File: src/tps_ram.sv
// Generic single-write, single-read RAM with a registered read port.
// Stands alone; no package is needed.
module tps_ram #(
    parameter int WIDTH = 8,
    parameter int DEPTH = 2
) (
    input  logic                     clk,
    input  logic                     we,
    input  logic [$clog2(DEPTH)-1:0] waddr,
    input  logic [WIDTH-1:0]         wdata,
    input  logic                     re,
    input  logic [$clog2(DEPTH)-1:0] raddr,
    output logic [WIDTH-1:0]         rdata
);

    logic [WIDTH-1:0] mem [DEPTH];
    logic [WIDTH-1:0] rdata_reg;

    always_ff @(posedge clk)
    begin
        if (we)
        begin
            mem[waddr] <= wdata;
        end
    end

    always_ff @(posedge clk)
    begin
        if (re)
        begin
            rdata_reg <= mem[raddr];
        end
    end

    assign rdata = rdata_reg;

endmodule

File: config.mk
export PLATFORM = sky130hd
export DESIGN_NAME = tps_ram
export DESIGN_NICKNAME = d
export VERILOG_FILES = /design/src/tps_ram.sv
export SDC_FILE = /design/constraint.sdc
export NUM_CORES = 1
export LEC_CHECK = 0
export CAP_MARGIN = 20
export CORE_UTILIZATION = 50
export DETAILED_ROUTE_END_ITERATION = 16
export DONT_BUFFER_PORTS = 1
export PLACE_DENSITY_LB_ADDON = 0.1
export SYNTH_ARGS = -nofsm -noshare
export SYNTH_HDL_FRONTEND = slang
export SYNTH_SLANG_ARGS = --single-unit
File: constraint.sdc
create_clock -name clk -period 1.1 [get_ports clk]
set_input_delay 0.22 -clock clk [delete_from_list [all_inputs] [get_ports clk]]
set_output_delay 0.22 -clock clk [all_outputs]
set_load 0.01 [all_outputs]
# Yosys cells after proc, flatten, opt, wreduce, memory -nomap -nowiden
# Memories as Yosys holds them, arrays and structs flattened. A register that Yosys moved wholly into a read port is not among the register bits.
# Index checks and enable logic that the tools add are counted.
# classes
n_addsub	0
multipliers	0
div_mod_pow	0
order_cmp	0
n_eq_ne	0
shifts	0
n_mux	2
bitwise	0
n_reduce_logical	0
# ops
op	count
$mux 1	2
# totals
regBits	0
latch_bits	0
ram_bits	16
romBits	0
inputBits	13
output_inout_bits	8
word_cells	3
mem_count	1
# memory_table
name	depth	width	rd	rd_ports_with_merged_regs	write_ports	line_no	rtl
mem	2	8	1	1	1	16	logic [WIDTH-1:0] mem [DEPTH];

# Logic depth before layout (Yosys ltp)
# Gate-level depths: netlist of run 1.
# logic_depth
word_depth	2
mapped_depth	2

# Worst setup path after synthesis of run 1
# No wires, ideal clock.
# synth_path
path_kind	input port to flip-flop
from	input port we
to	memory mem[0][0], enable pin
setup_ps	373
arrival_time_ps	640
t_required_ps	727
path_slack_ps	87
stages	1
cell_sequence	nor2b_1
# synth_via
elab_chain_cells	2
# synth_rtl
element	line_no	rtl
from (decl)	8	input logic we,
$mux 1	21	if (we)
$mux 1 (not written as such)	23	mem[waddr] <= wdata;
to (decl)	16	
# No other way between the ends.

# Worst setup path in the final report of run 1
# layout_path
from	register rdata_reg[1] (netlist: rdata[1]), read port of mem
to	output port rdata[1]
# layout_rtl
element	line_no	rtl
from (decl)	17	logic [WIDTH-1:0] rdata_reg;
to (decl)	13	output logic [WIDTH-1:0] rdata
# No word-level cell between the ends.

==> qor.yml, run 1 <==
critical_path:
  crit_fanout: 1
  cp-start-kind: "flip-flop"
  setup.worst_path.class: "reg -> out"
  worstPathArrival_ps: 730
  worstPathRequired_ps: 880
  regToRegSetupSlack_ps: 200
  critPathCaptureType: "output port"
cts:
  clock_tree.root_cell: "clkbuf_4"
  post_cts_buffers: 0
  cts_tree: "done"
  clkTransAtPathRegs_ps: 110
  clk_latency_ps: 290
  ctsHtreeMaxLevel: 1
  cts.sinks: 24
  cts_resized: 0
  cts_hold_buf: 0
  cts_buffers: 3
  clk_path_buf_depth: 2
power:
  leakage_nw: 0.351
  vdd_drop_max_mv: 0.821
  power_density_nw_per_um2: 1560
timing:
  rsz0062_at_grt: "no"
  finalCriticalPeriod_ps: 948
  tns_ps: 0
  fin_skew_ps: 0.696
  worstMarginPinSlew_ps: 381
  setup_viol: 0
  slew_viol_final: 0
  setup_ws_ps: 152
  relSlewSlack: 0.746
  finalCritPeriodShare: 0.862
  fmax_mhz: 1060
  hold_viol: 0
placed_design:
  portBuffers: 0
  dpl_worst_slack_ps: 199
  place_congestion: 0.625
routing:
  m1WireLength_um: 321
  drt_pass1_iterations: 10
  dr_total_vias: 334
  dr_wl_met3_um: 65
  wl_per_cell_um: 14.3
  wl_um: 889
  highest_layer: "met3"
  drc: 4
  post_drt_via_cell_ratio: 5.39
  dr_wl_met2_um: 503
  postRouteAntennaNets: 0
  drt-initial-drc-count: 13
die:
  core_area_um2: 1560
  die_h_um: 43.6
  fp.dieArea_um2: 1900
  ios: 21
  initial_core_util: 0.555
  dieWidth_um: 43.6
  core.rowCount: 14
global_route:
  antenna_found_initial: 0
  grt_max_degree: 13
  grt_pass1_wl_um: 1250
  grt_pass1_vias: 329
  overflow: 0
  grt_usage: 0.0961
finish:
  layout.nets: 61
  largest_register_ff_count: 16
  insertedDiodeCount: 0
  final_cell_mix: "24 x edfxtp_1, 8 x mux2_4, 8 x dlygate4sd3_1, 3 x clkbuf_4"
  area_growth_pct: 13.7
  drive_above_1_share: 0.261
  layout_commonest_cell: "edfxtp_1"
hold_path:
  worstHoldPathType: "in -> reg"
run:
  max-cap-violations: 0
logic_synthesis:
  ys_warn_count: 0
  synth_area_per_cell_um2: 24.7
  synth-seq-cells: 24
  ys_types: 5
  synth_cells: 35
  syn_area_um2: 865
  synthesis.nets: 48
  ys_seq_area_frac: 0.834
run_status:
  status: "finished with violations"
  violations: "design-rule violations"
==> synth_stat cells <==
master	instances	share of area
and2_1	1	0.0072
buf_6	1	0.013
edfxtp_1	24	0.83
mux2_4	8	0.14
nor2b_1	1	0.0072
==> kinds of logic after synthesis <==
group / Yosys count / synth area share
simple gates: 2 / 0.0145
buf+inv: 1 / 0.0130
mux: 8 / 0.139
flops: 24 / 0.834
==> power by group <==
group	internal [W]	switching, W	leakage, nW
clock	0.000127	0.000211	0.0138
combinational	0.0000625	0.0000257	0.109
sequential	0.00108	0.0000283	0.228
==> through the flow <==
| stage | total power [W] | cell area [µm²] | std cells | hold WS [ps] | util |
|---|---|---|---|---|---|
| after global placement | 0.00119 | 881 | 51 | 319 | 0.565 |
| after floorplan | 0.00119 | 865 | 35 | 319 | - |
| final | 0.00154 | 983 | 62 | 30.6 | 0.631 |
| after detailed placement | 0.00119 | 881 | 51 | 319 | 0.565 |
| after CTS | 0.00152 | 903 | 54 | 6.14 | 0.579 |
| after global routing | 0.00160 | 983 | 62 | 5.20 | 0.631 |
==> cell type report <==
type | instances | area (µm²)
clock buffer | 3 | 22.5
fill | 104 | 576
multi-input combinational | 10 | 133
sequential | 24 | 721
tap | 16 | 20.0
timing repair buffer | 9 | 87.6
==> worst paths after layout <==
path	from	to	depth (start not counted)
setup / recovery	rdata[1]	rdata[1]	0
hold / removal	re	rdata[2]	0
hold reg to reg	mem[0][0]	rdata[0]	1
setup reg to reg	mem[0][4]	rdata[4]	1
==> per-layer routing <==
layer | vias up | GRT usage
met5 | - | 0
met4 | 0 | 0.0563
li1 | 158 | -
met1 | 155 | 0.0904
met3 | 0 | 0.0333
met2 | 21 | 0.176
Note: power is estimated with default switching activity, not from simulation.
==> run 2, diff against run 1 <==
--- a/config.mk
+++ b/config.mk
@@ -10,6 +10,7 @@
 export DETAILED_ROUTE_END_ITERATION = 16
 export DONT_BUFFER_PORTS = 1
 export PLACE_DENSITY_LB_ADDON = 0.1
+export REMOVE_ABC_BUFFERS = 1
 export SYNTH_ARGS = -nofsm -noshare
 export SYNTH_HDL_FRONTEND = slang
 export SYNTH_SLANG_ARGS = --single-unit
==> run 2 against run 1 <==
The run still ends with design-rule violations left; utilization is 0.24 points higher; largest power group unchanged; total power grew 0.89%; clock power increased by 4%; critical path type unchanged; flip-flop and latch count stayed put; design area up 0.38%.
==> qor.yml, run 2 (synthesis gave the netlist of run 1 again) <==
die:
  ios: 21
  die_h_um: 43.6
  core_area_um2: 1560
  initial_core_util: 0.555
  dieWidth_um: 43.6
  core.rowCount: 14
  fp.dieArea_um2: 1900
placed_design:
  dp_cells: 51
  dpl_worst_slack_ps: 201
  portBuffers: 0
  place_congestion: 0.622
cts:
  cts_buffers: 3
  clk_path_buf_depth: 2
  cts_tree: "done"
  post_cts_buffers: 0
  clk_latency_ps: 290
  clock_tree.root_cell: "clkbuf_4"
  ctsHtreeMaxLevel: 1
  clkTransAtPathRegs_ps: 110
  cts.sinks: 24
  cts_resized: 0
finish:
  final_cell_mix: "24 x edfxtp_1, 8 x mux2_4, 8 x dlygate4sd3_1, 3 x clkbuf_4"
  layout_commonest_cell: "edfxtp_1"
  instances_no_fill: 63
  area_growth_pct: 14.2
  layout.nets: 61
  insertedDiodeCount: 0
  drive_above_1_share: 0.255
  largest_register_ff_count: 16
power:
  p_seq_frac: 0.716
  p_int_w: 0.00128
  netSwitchingFraction: 0.177
  p_sw_w: 0.000274
  leakage_nw: 0.353
  totalPowerFinal_w: 0.00155
  vdd_drop_max_mv: 0.912
  power_density_nw_per_um2: 1570
  p_clk_frac: 0.228
  combPwrFrac: 0.056
routing:
  drt_pass1_iterations: 9
  drt-initial-drc-count: 9
  post_drt_via_cell_ratio: 5.35
  wl_um: 887
  postRouteAntennaNets: 0
  drc: 3
  wl_per_cell_um: 14.1
  dr_total_vias: 337
timing:
  relSlewSlack: 0.763
  hold_viol: 0
  fmax_mhz: 1040
  setup_ws_ps: 141
  tns_ps: 0
  slew_viol_final: 0
  worstMarginPinSlew_ps: 355
  rsz0062_at_grt: "no"
  fin_skew_ps: 5.15
  whs_ps: 25.2
  setup_viol: 0
  finalCriticalPeriod_ps: 959
  finalCritPeriodShare: 0.872
global_route:
  grt_pass1_wl_um: 1250
  grt_max_degree: 14
  overflow: 0
  antenna_found_initial: 0
  grt_usage: 0.0944
  grt_pass1_vias: 335
run_status:
  status: "finished with violations"
  violations: "design-rule violations"
hold_path:
  worstHoldPathType: "in -> reg"
critical_path:
  worstPathArrival_ps: 740
  setup.worst_path.class: "reg -> out"
  cp-start-kind: "flip-flop"
  critPathCaptureType: "output port"
  crit_fanout: 1
  worstPathRequired_ps: 880
run:
  max-cap-violations: 0
## run 2: power groups by stage
stage           logic, W  registers, W  clock network [W]
2_1_floorplan  0.0000530       0.00113                  0
3_3_place_gp   0.0000602       0.00113                  0
3_5_place_dp   0.0000629       0.00113                  0
4_1_cts        0.0000629       0.00111           0.000361
5_1_grt        0.0000942       0.00111           0.000400
6_report       0.0000872       0.00111           0.000353
## run 2: cell type report
| class | instances | area [µm²] |
|---|---|---|
| clock buffers | 3 | 22.5 |
| clock inverters | 1 | 3.75 |
| fillers | 107 | 572 |
| multi-input cells | 10 | 133 |
| flip-flops and latches | 24 | 721 |
| well taps | 16 | 20.0 |
| repair buffers | 9 | 87.6 |
## run 2: what timing repair did
item / CTS / global route
hold buffers: 0 / 8
setup endpoints to repair: 0 / 0
hold endpoints to repair: 0 / 16
## run 2: worst paths after layout
kind | startpoint | end | slack (ps) | cells past startpoint
setup / recovery | rdata[3] | rdata[3] | 140 | 0
setup reg to reg | mem[1][0] | rdata[0] | 200 | 1
hold / removal | re | rdata[2] | 30 | 0
hold reg to reg | mem[1][5] | rdata[5] | 560 | 1
## run 2: through the flow
| stage | util | instance area (µm²) |
|---|---|---|
| floorplan | - | 853 |
| global placement | 0.565 | 881 |
| detailed placement | 0.565 | 881 |
| CTS | 0.582 | 907 |
| global route | 0.633 | 987 |
| finish | 0.633 | 987 |
## run 2: metal layers
metal / GRT usage / wire length [µm] / vias to the layer above
li1: - / - / 161
met1: 0.0965 / 367 / 159
met2: 0.170 / 446 / 17
met3: 0.0375 / 73 / 0
met4: 0.0375 / 0 / 0
met5: 0 / 0 / -
