$ cat src/tps_pkg.sv
// Shared constants and types for the trajectory point smoother.
// Used by the top level and its divide stage; depends on nothing.
package tps_pkg;

    localparam int SUBJ_W           = 10;
    localparam int META_W           = 16;
    localparam int COUNT_W          = 3;
    localparam int HIST_LEN         = 4;
    localparam int NUM_SUBJECTS_DEF = 1024;
    localparam int COORD_BITS_DEF   = 16;

    localparam logic [COUNT_W-1:0] COUNT_FULL = 3'd4;

    typedef struct packed {
        logic [META_W-1:0] frame;
        logic [META_W-1:0] height;
    } meta_t;

endpackage

$ cat src/tps_div9.sv
// Two-stage signed division by nine, truncating toward zero.
// Multiplies the magnitude by a scaled reciprocal in four partial products.
module tps_div9 #(
    parameter int COORD_BITS = tps_pkg::COORD_BITS_DEF
) (
    input  logic                         clk,
    input  logic                         en,
    input  logic signed [COORD_BITS+3:0] sum,
    output logic [COORD_BITS-1:0]        quot
);

    localparam int N   = COORD_BITS + 4;
    localparam int K   = N + 4;
    localparam int RW  = N + 1;
    localparam int H   = N / 2;
    localparam int G   = RW / 2;
    localparam int PHH = (N - H) + (RW - G);
    localparam int PHL = (N - H) + G;
    localparam int PLH = H + (RW - G);
    localparam int PLL = H + G;
    localparam int PW  = N + RW;
    localparam int QW  = PW - K;

    localparam logic [RW-1:0] RECIP = RW'(((64'd1 << K) + 64'd8) / 64'd9);

    logic [N-1:0]   sum_u;
    logic [N-1:0]   mag;
    logic [N-H-1:0] mag_hi;
    logic [H-1:0]   mag_lo;
    logic [RW-G-1:0] rcp_hi;
    logic [G-1:0]   rcp_lo;

    logic [PHH-1:0] pp_hh_reg;
    logic [PHL-1:0] pp_hl_reg;
    logic [PLH-1:0] pp_lh_reg;
    logic [PLL-1:0] pp_ll_reg;
    logic           neg_reg;

    logic [PW-1:0]  total;
    logic [QW-1:0]  q;
    logic [QW-1:0]  q_signed;
    logic [COORD_BITS-1:0] quot_reg;

    assign sum_u  = sum;
    assign mag    = sum_u[N-1] ? (~sum_u + 1'b1) : sum_u;
    assign mag_hi = mag[N-1:H];
    assign mag_lo = mag[H-1:0];
    assign rcp_hi = RECIP[RW-1:G];
    assign rcp_lo = RECIP[G-1:0];

    always_ff @(posedge clk)
    begin
        if (en)
        begin
            neg_reg   <= sum_u[N-1];
            pp_hh_reg <= PHH'(mag_hi) * PHH'(rcp_hi);
            pp_hl_reg <= PHL'(mag_hi) * PHL'(rcp_lo);
            pp_lh_reg <= PLH'(mag_lo) * PLH'(rcp_hi);
            pp_ll_reg <= PLL'(mag_lo) * PLL'(rcp_lo);
        end
    end

    assign total = (PW'(pp_hh_reg) << (H + G)) + (PW'(pp_hl_reg) << H)
                 + (PW'(pp_lh_reg) << G) + PW'(pp_ll_reg);
    assign q        = total[PW-1:K];
    assign q_signed = neg_reg ? (~q + 1'b1) : q;

    always_ff @(posedge clk)
    begin
        if (en)
        begin
            quot_reg <= q_signed[COORD_BITS-1:0];
        end
    end

    assign quot = quot_reg;

endmodule

$ cat config.mk
export PLATFORM = sky130hd
export DESIGN_NAME = tps_div9
export DESIGN_NICKNAME = d
export VERILOG_FILES = /design/src/tps_pkg.sv /design/src/tps_div9.sv
export SDC_FILE = /design/constraint.sdc
export NUM_CORES = 1
export LEC_CHECK = 0
export BUFFER_PORTS_ARGS = -buffer_cell sky130_fd_sc_hd__buf_2
export CAP_MARGIN = 25
export CORE_MARGIN = 2
export CORE_UTILIZATION = 45
export CTS_CLUSTER_SIZE = 16
export DETAILED_ROUTE_END_ITERATION = 7
export PLACE_DENSITY = 0.7
export SETUP_SLACK_MARGIN = 0.1
export SLEW_MARGIN = 20
export SYNTH_ARGS = -nofsm -noshare
export SYNTH_HDL_FRONTEND = slang
export SYNTH_SLANG_ARGS = --single-unit
export TNS_END_PERCENT = 20
$ cat constraint.sdc
create_clock -name clk -period 6.15 [get_ports clk]
set_input_delay 1.23 -clock clk [delete_from_list [all_inputs] [get_ports clk]]
set_output_delay 1.23 -clock clk [all_outputs]
set_load 0.02 [all_outputs]
* Word level (Yosys, flattened, before mapping)
Index checks and enable logic that the tools add are counted.
Word-level totals: bits in registers 88
Cells by class: multiply operators 4, $add $sub $neg 5, mux-type cells 2, bitwise operators 2
Operators with widths (number):
- $add 40x20->40 | 1
- $add 40x30->40 | 1
- $add 40x31->40 | 1
- $mul 10x6->16 const B | 2
- $add 20x1->20 const B | 1
- $mux 20 | 1
- $not 20->20 | 1
- $mul 10x9->19 const B | 1
- $mul 10x9->18 const B | 1
- $add 16x1->16 const B | 1
- $mux 16 | 1
- $not 16->16 | 1

* Longest topological paths before layout
depth after elaboration 6, gate-level depth with buffers 24, gate-level depth less buffers 24

* Worst setup path before layout
No wires, ideal clock.
path type input to register, start point input sum[4], end point register pp_hh_reg[18] (data pin), path slack -0.495 ns, path buffers 0, arrival time 6.371 ns, stages 21, path through or4_4 or3_4 or4_1 o41a_1 xor2_1 inv_1 fa_1 inv_1 ha_1 ha_1 ha_1 ha_1 nor2b_1 o21ai_0 a21boi_0 o21ai_0 a21boi_0 o21ai_0 a21oi_1 o41ai_1 xor2_1
Between the ends: word-level cells in the longest chain between the ends 4
RTL lines:
- start: declaration | RTL line tps_div9.sv:8 | input logic signed [COORD_BITS+3:0] sum,
- $not 20->20 | RTL line tps_div9.sv:45 | assign mag = sum_u[N-1] ? (~sum_u + 1'b1) : sum_u;
- $add 20x1->20 | RTL line tps_div9.sv:45
- $mux 20 | RTL line tps_div9.sv:45
- $mul 10x9->18 | RTL line tps_div9.sv:56 | pp_hh_reg <= PHH'(mag_hi) * PHH'(rcp_hi);
- end signal: assignment | RTL line tps_div9.sv:56
- end: declaration | RTL line tps_div9.sv:33 | logic [PHH-1:0] pp_hh_reg;
Every way passes these cells. A chain may end at the register's enable or synchronous reset.

* Final worst setup path
start point input sum[3], end point register pp_hh_reg[18] (data pin)
Between the ends: word-level cells in the longest chain between the ends 4
RTL lines:
- $not 20->20 | RTL line tps_div9.sv:45
- $add 20x1->20 | RTL line tps_div9.sv:45
- $mux 20 | RTL line tps_div9.sv:45
- net mag[11] | RTL line tps_div9.sv:27 | logic [N-1:0] mag;
- $mul 10x9->18 | RTL line tps_div9.sv:56
The timed path passes the listed nets, and every way through them passes these cells.

==> flow_results.xml <==
<?xml version="1.0" encoding="UTF-8"?>
<metrics>
  <group name="outcome">
    <metric name="result_of_the_run" unit="">complete, but fails checks</metric>
    <metric name="violations" unit="">setup timing</metric>
  </group>
  <group name="clocking">
    <metric name="h_tree_levels" unit="">3</metric>
    <metric name="worst_skew_pair.late_latency" unit="ns">0.34</metric>
    <metric name="postCtsHoldBufs" unit="">0</metric>
    <metric name="cts_made_buffers" unit="">9</metric>
    <metric name="path_clk_slew" unit="ns">0.06</metric>
    <metric name="cts_buffer_depth" unit="">2</metric>
    <metric name="tritoncts" unit="">yes</metric>
    <metric name="clock_sinks" unit="">76</metric>
    <metric name="cts_root_buffer_type" unit="">sky130_fd_sc_hd__clkbuf_16</metric>
  </group>
  <group name="placed_design">
    <metric name="hpwl" unit="um">14200</metric>
    <metric name="count_of_port_buffers_added_during_placement" unit="">37</metric>
    <metric name="finalWeightedCongestion" unit="">0.874</metric>
    <metric name="pre_cts_slack" unit="ns">-0.597</metric>
  </group>
  <group name="critical_path">
    <metric name="timing.critical_path.from_type" unit="">primary input</metric>
    <metric name="timing.rr.start" unit="">pp_hh_reg[2]$_DFFE_PP_</metric>
    <metric name="timing_worst_setup_path_type" unit="">primary input to flop</metric>
    <metric name="path_max_fanout" unit="">4</metric>
    <metric name="timing.critical_path.arrival" unit="ns">6.30</metric>
    <metric name="cp_num_cells" unit="">23</metric>
    <metric name="critPathMostFrequentCell" unit="">sky130_fd_sc_hd__inv_1</metric>
    <metric name="critPathRequiredTime" unit="ns">6.23</metric>
    <metric name="worst_path_max_stage_delay" unit="ns">0.53</metric>
    <metric name="crit-reg2reg-capture" unit="">quot[9]$_DFFE_PP_</metric>
    <metric name="worstSetupEndpointType" unit="">flop</metric>
    <metric name="setup.worst_path.start" unit="">sum[3]</metric>
    <metric name="crit_path_cell_trace" unit="">buf_6, or4_4, or3_4, or4_4, buf_6, nand2_1, xnor2_1, inv_1, fa_1, inv_1, ha_1, ha_1, inv_1, fa_1, inv_1, ha_1, a21boi_2, o21ai_2, a21boi_2, o21ai_2, a21oi_2, o41ai_2, xor2_1</metric>
    <metric name="critical_path.n_buffers_inverters" unit="">6</metric>
    <metric name="critical-path-top-delay-family" unit="">adder cells</metric>
    <metric name="r2r.worst_path.cells" unit="">11</metric>
    <metric name="worst_path_max_delay_cell" unit="">sky130_fd_sc_hd__fa_1</metric>
    <metric name="regToRegSetupSlack" unit="ns">2.12</metric>
  </group>
  <group name="drt">
    <metric name="post_drt_via_cell_ratio" unit="">5.11</metric>
    <metric name="routed_wirelength" unit="um">17400</metric>
    <metric name="drtIter0Drc" unit="">219</metric>
    <metric name="drt-pass1-iter-count" unit="">5</metric>
    <metric name="ant_nets" unit="">0</metric>
    <metric name="post-route-drc-count" unit="">0</metric>
    <metric name="vias" unit="">6167</metric>
    <metric name="route.detailed.wl_per_inst" unit="um">14.4</metric>
  </group>
  <group name="grt">
    <metric name="first_global_vias" unit="">6168</metric>
    <metric name="grt.busiest_layer" unit="">met2</metric>
    <metric name="initial_antenna_violation_count" unit="">0</metric>
    <metric name="global_route_wire_length_before_repair" unit="um">28400</metric>
    <metric name="grt_use_met2" unit="%">31.3</metric>
    <metric name="use_met3" unit="%">2.17</metric>
    <metric name="grt_overflow" unit="">0</metric>
    <metric name="groute.usage.overall" unit="%">17.9</metric>
    <metric name="maximum_number_of_pins_on_one_net_before_global_route_repair" unit="">77</metric>
    <metric name="grt_util_met1" unit="%">23.2</metric>
  </group>
  <group name="floorplan">
    <metric name="floorplan.initialDensity" unit="%">45.5</metric>
    <metric name="dieWidth" unit="um">141</metric>
    <metric name="floorplan.rows" unit="">50</metric>
    <metric name="core_box_area" unit="mm^2">0.0185</metric>
    <metric name="fp.dieH" unit="um">141</metric>
    <metric name="num_io_pins" unit="">38</metric>
    <metric name="design.die.area" unit="mm^2">0.0198</metric>
  </group>
  <group name="logic_synthesis">
    <metric name="syn-instance-count" unit="">810</metric>
    <metric name="synth_top_flop_cell" unit="">sky130_fd_sc_hd__edfxtp_1</metric>
    <metric name="synth-warning-count" unit="">0</metric>
    <metric name="yosysSeqAreaShare" unit="%">27.1</metric>
    <metric name="synth-async-reset-ratio" unit="%">0</metric>
    <metric name="synth-edff-count" unit="">76</metric>
    <metric name="synth_area_per_cell" unit="um^2">10.4</metric>
    <metric name="mappedNetlistNets" unit="">1031</metric>
    <metric name="yosys_register_bits" unit="">76</metric>
    <metric name="mappedNetlistArea" unit="mm^2">0.00842</metric>
    <metric name="post_synth_num_cell_types" unit="">65</metric>
  </group>
  <group name="worst_hold_path">
    <metric name="holdPathEnd" unit="">quot[15]$_DFFE_PP_</metric>
    <metric name="worstHoldPathType" unit="">flop to flop</metric>
    <metric name="min_from" unit="">pp_hh_reg[19]$_DFFE_PP_</metric>
    <metric name="whs_path_depth" unit="">1</metric>
  </group>
  <group name="final_layout">
    <metric name="filler_cell_count" unit="">1619</metric>
    <metric name="area_delta_synth_final" unit="%">23.5</metric>
    <metric name="final_layout_size_suffix_gt1_share" unit="%">25.6</metric>
    <metric name="ant_diodes" unit="">0</metric>
    <metric name="final_util" unit="%">56.2</metric>
    <metric name="number_of_flip_flops_under_the_largest_register_name" unit="">19</metric>
    <metric name="final_nets" unit="">1189</metric>
  </group>
  <group name="sta">
    <metric name="finalHoldViolations" unit="">0</metric>
    <metric name="postLayoutSetupSlackWorst" unit="ns">-0.0712</metric>
    <metric name="period_minus_slack" unit="ns">6.22</metric>
    <metric name="worst_pin_slew" unit="ns">0.951</metric>
    <metric name="slew_violations" unit="">0</metric>
    <metric name="fin_crit_sh" unit="%">101</metric>
    <metric name="grt_setup_unrepaired" unit="">true</metric>
    <metric name="clock_skew" unit="ns">0.0106</metric>
    <metric name="fin_hold_ws" unit="ns">0.584</metric>
    <metric name="timing.max_slew.rel_slack" unit="%">36.6</metric>
    <metric name="setup_viol_count_final" unit="">3</metric>
    <metric name="max_clock_freq" unit="MHz">161</metric>
  </group>
  <group name="job">
    <metric name="timing.max_cap.violations" unit="">0</metric>
  </group>
</metrics>
-- metal layers --
metal  vias to the layer above  share of wire [%]
met5                         -                  0
met4                         0                2.0
met3                        26                3.8
met2                        98                 49
met1                      2916                 45
li1                       3127                  -
-- kinds of logic after synthesis --
logic type | count (synthesis) | share of synthesized area [%]
compound gates | 153 | 12.6
fa+ha+maj | 199 | 34.6
buf+inv | 151 | 6.73
mux | 2 | 0.253
xor+xnor | 90 | 9.85
simple gates | 139 | 8.87
flops | 76 | 27.1
-- placed cells by master, fill, tap and decap left out, types with 24 or more instances in the layout --
| cell type | Yosys | layout |
|---|---|---|
| sky130_fd_sc_hd__xor2_1 | 32 | 28 |
| sky130_fd_sc_hd__inv_1 | 140 | 134 |
| sky130_fd_sc_hd__o21ai_0 | 32 | 24 |
| sky130_fd_sc_hd__nor2_1 | 34 | 34 |
| sky130_fd_sc_hd__xnor2_1 | 54 | 51 |
| sky130_fd_sc_hd__edfxtp_1 | 76 | 76 |
| sky130_fd_sc_hd__a21oi_1 | 34 | 28 |
| sky130_fd_sc_hd__buf_2 | 0 | 36 |
| sky130_fd_sc_hd__fa_1 | 56 | 54 |
| sky130_fd_sc_hd__ha_1 | 143 | 130 |
| sky130_fd_sc_hd__buf_4 | 0 | 116 |
| sky130_fd_sc_hd__nand2_1 | 31 | 29 |
-- worst reg2reg max path, stage by stage, from the launching register on --
cell and delay [ns]:
sky130_fd_sc_hd__edfxtp_1 0.51, sky130_fd_sc_hd__fa_1 0.46, sky130_fd_sc_hd__ha_1 0.28, sky130_fd_sc_hd__and4_1 0.22
sky130_fd_sc_hd__o221ai_4 0.16, sky130_fd_sc_hd__o31a_1 0.37, sky130_fd_sc_hd__a31oi_1 0.43, sky130_fd_sc_hd__mux2_2 0.40
sky130_fd_sc_hd__nand4b_2 0.29, sky130_fd_sc_hd__and2_1 0.27, sky130_fd_sc_hd__a221oi_2 0.29, sky130_fd_sc_hd__xor2_1 0.10
-- final cells by class --
class | count | area (um^2) | area share, %
flip-flops and latches | 76 | 2280 | 21.9
clock inverters | 7 | 57.6 | 0.553
repair buffers | 156 | 1100 | 10.5
clock buffers | 9 | 225 | 2.17
multi-input cells | 583 | 5910 | 56.9
inverters | 142 | 533 | 5.13
well taps | 234 | 293 | 2.82
-- Yosys cell counts (7+ instances only) --
master / n / area share (%)
sky130_fd_sc_hd__ha_1: 143 / 21
sky130_fd_sc_hd__inv_1: 140 / 6.2
sky130_fd_sc_hd__edfxtp_1: 76 / 27
sky130_fd_sc_hd__fa_1: 56 / 13
sky130_fd_sc_hd__xnor2_1: 54 / 5.6
sky130_fd_sc_hd__a21oi_1: 34 / 2.0
sky130_fd_sc_hd__nor2_1: 34 / 1.5
sky130_fd_sc_hd__o21ai_0: 32 / 1.9
sky130_fd_sc_hd__xor2_1: 32 / 3.3
sky130_fd_sc_hd__nand2_1: 31 / 1.4
sky130_fd_sc_hd__nor3_1: 14 / 0.83
sky130_fd_sc_hd__a21o_1: 12 / 1.1
sky130_fd_sc_hd__o21bai_1: 9 / 0.80
sky130_fd_sc_hd__clkbuf_1: 8 / 0.36
sky130_fd_sc_hd__nand3_1: 8 / 0.48
sky130_fd_sc_hd__o21a_1: 8 / 0.71
sky130_fd_sc_hd__a31oi_1: 7 / 0.52
sky130_fd_sc_hd__and2_1: 7 / 0.52
sky130_fd_sc_hd__nand4_1: 7 / 0.52
sky130_fd_sc_hd__o211ai_1: 7 / 0.62
sky130_fd_sc_hd__o31ai_1: 7 / 0.62
-- timing repair --
action	4_1_cts	5_1_grt
setup buffers	5	0
resized for setup	27	37
setup endpoints to repair	12	15
pin swaps	29	11
-- metrics by stage --
stage / std cells / TNS [ns] / instance area, um^2
6_report: 1207 / -0.140 / 10400
5_1_grt: 1207 / -1.57 / 10400
4_1_cts: 1207 / -0.0882 / 10200
3_5_place_dp: 1186 / -5.74 / 9760
3_3_place_gp: 1186 / -4.85 / 9760
2_1_floorplan: 810 / -1.04 / 8460
-- worst max path at each step --
stage	endpoint	slack (ns)
3_3_place_gp	pp_hh_reg[18]$_DFFE_PP_	-0.50
2_1_floorplan	pp_hh_reg[19]$_DFFE_PP_	-0.27
5_1_grt	pp_hh_reg[18]$_DFFE_PP_	-0.30
3_5_place_dp	pp_hh_reg[18]$_DFFE_PP_	-0.60
6_report	pp_hh_reg[18]$_DFFE_PP_	-0.07
4_1_cts	pp_hh_reg[18]$_DFFE_PP_	-0.06
Power is left out: the tool's default activity adds up to more than one toggle a clock period on the data nets, which glitch-free logic cannot reach.
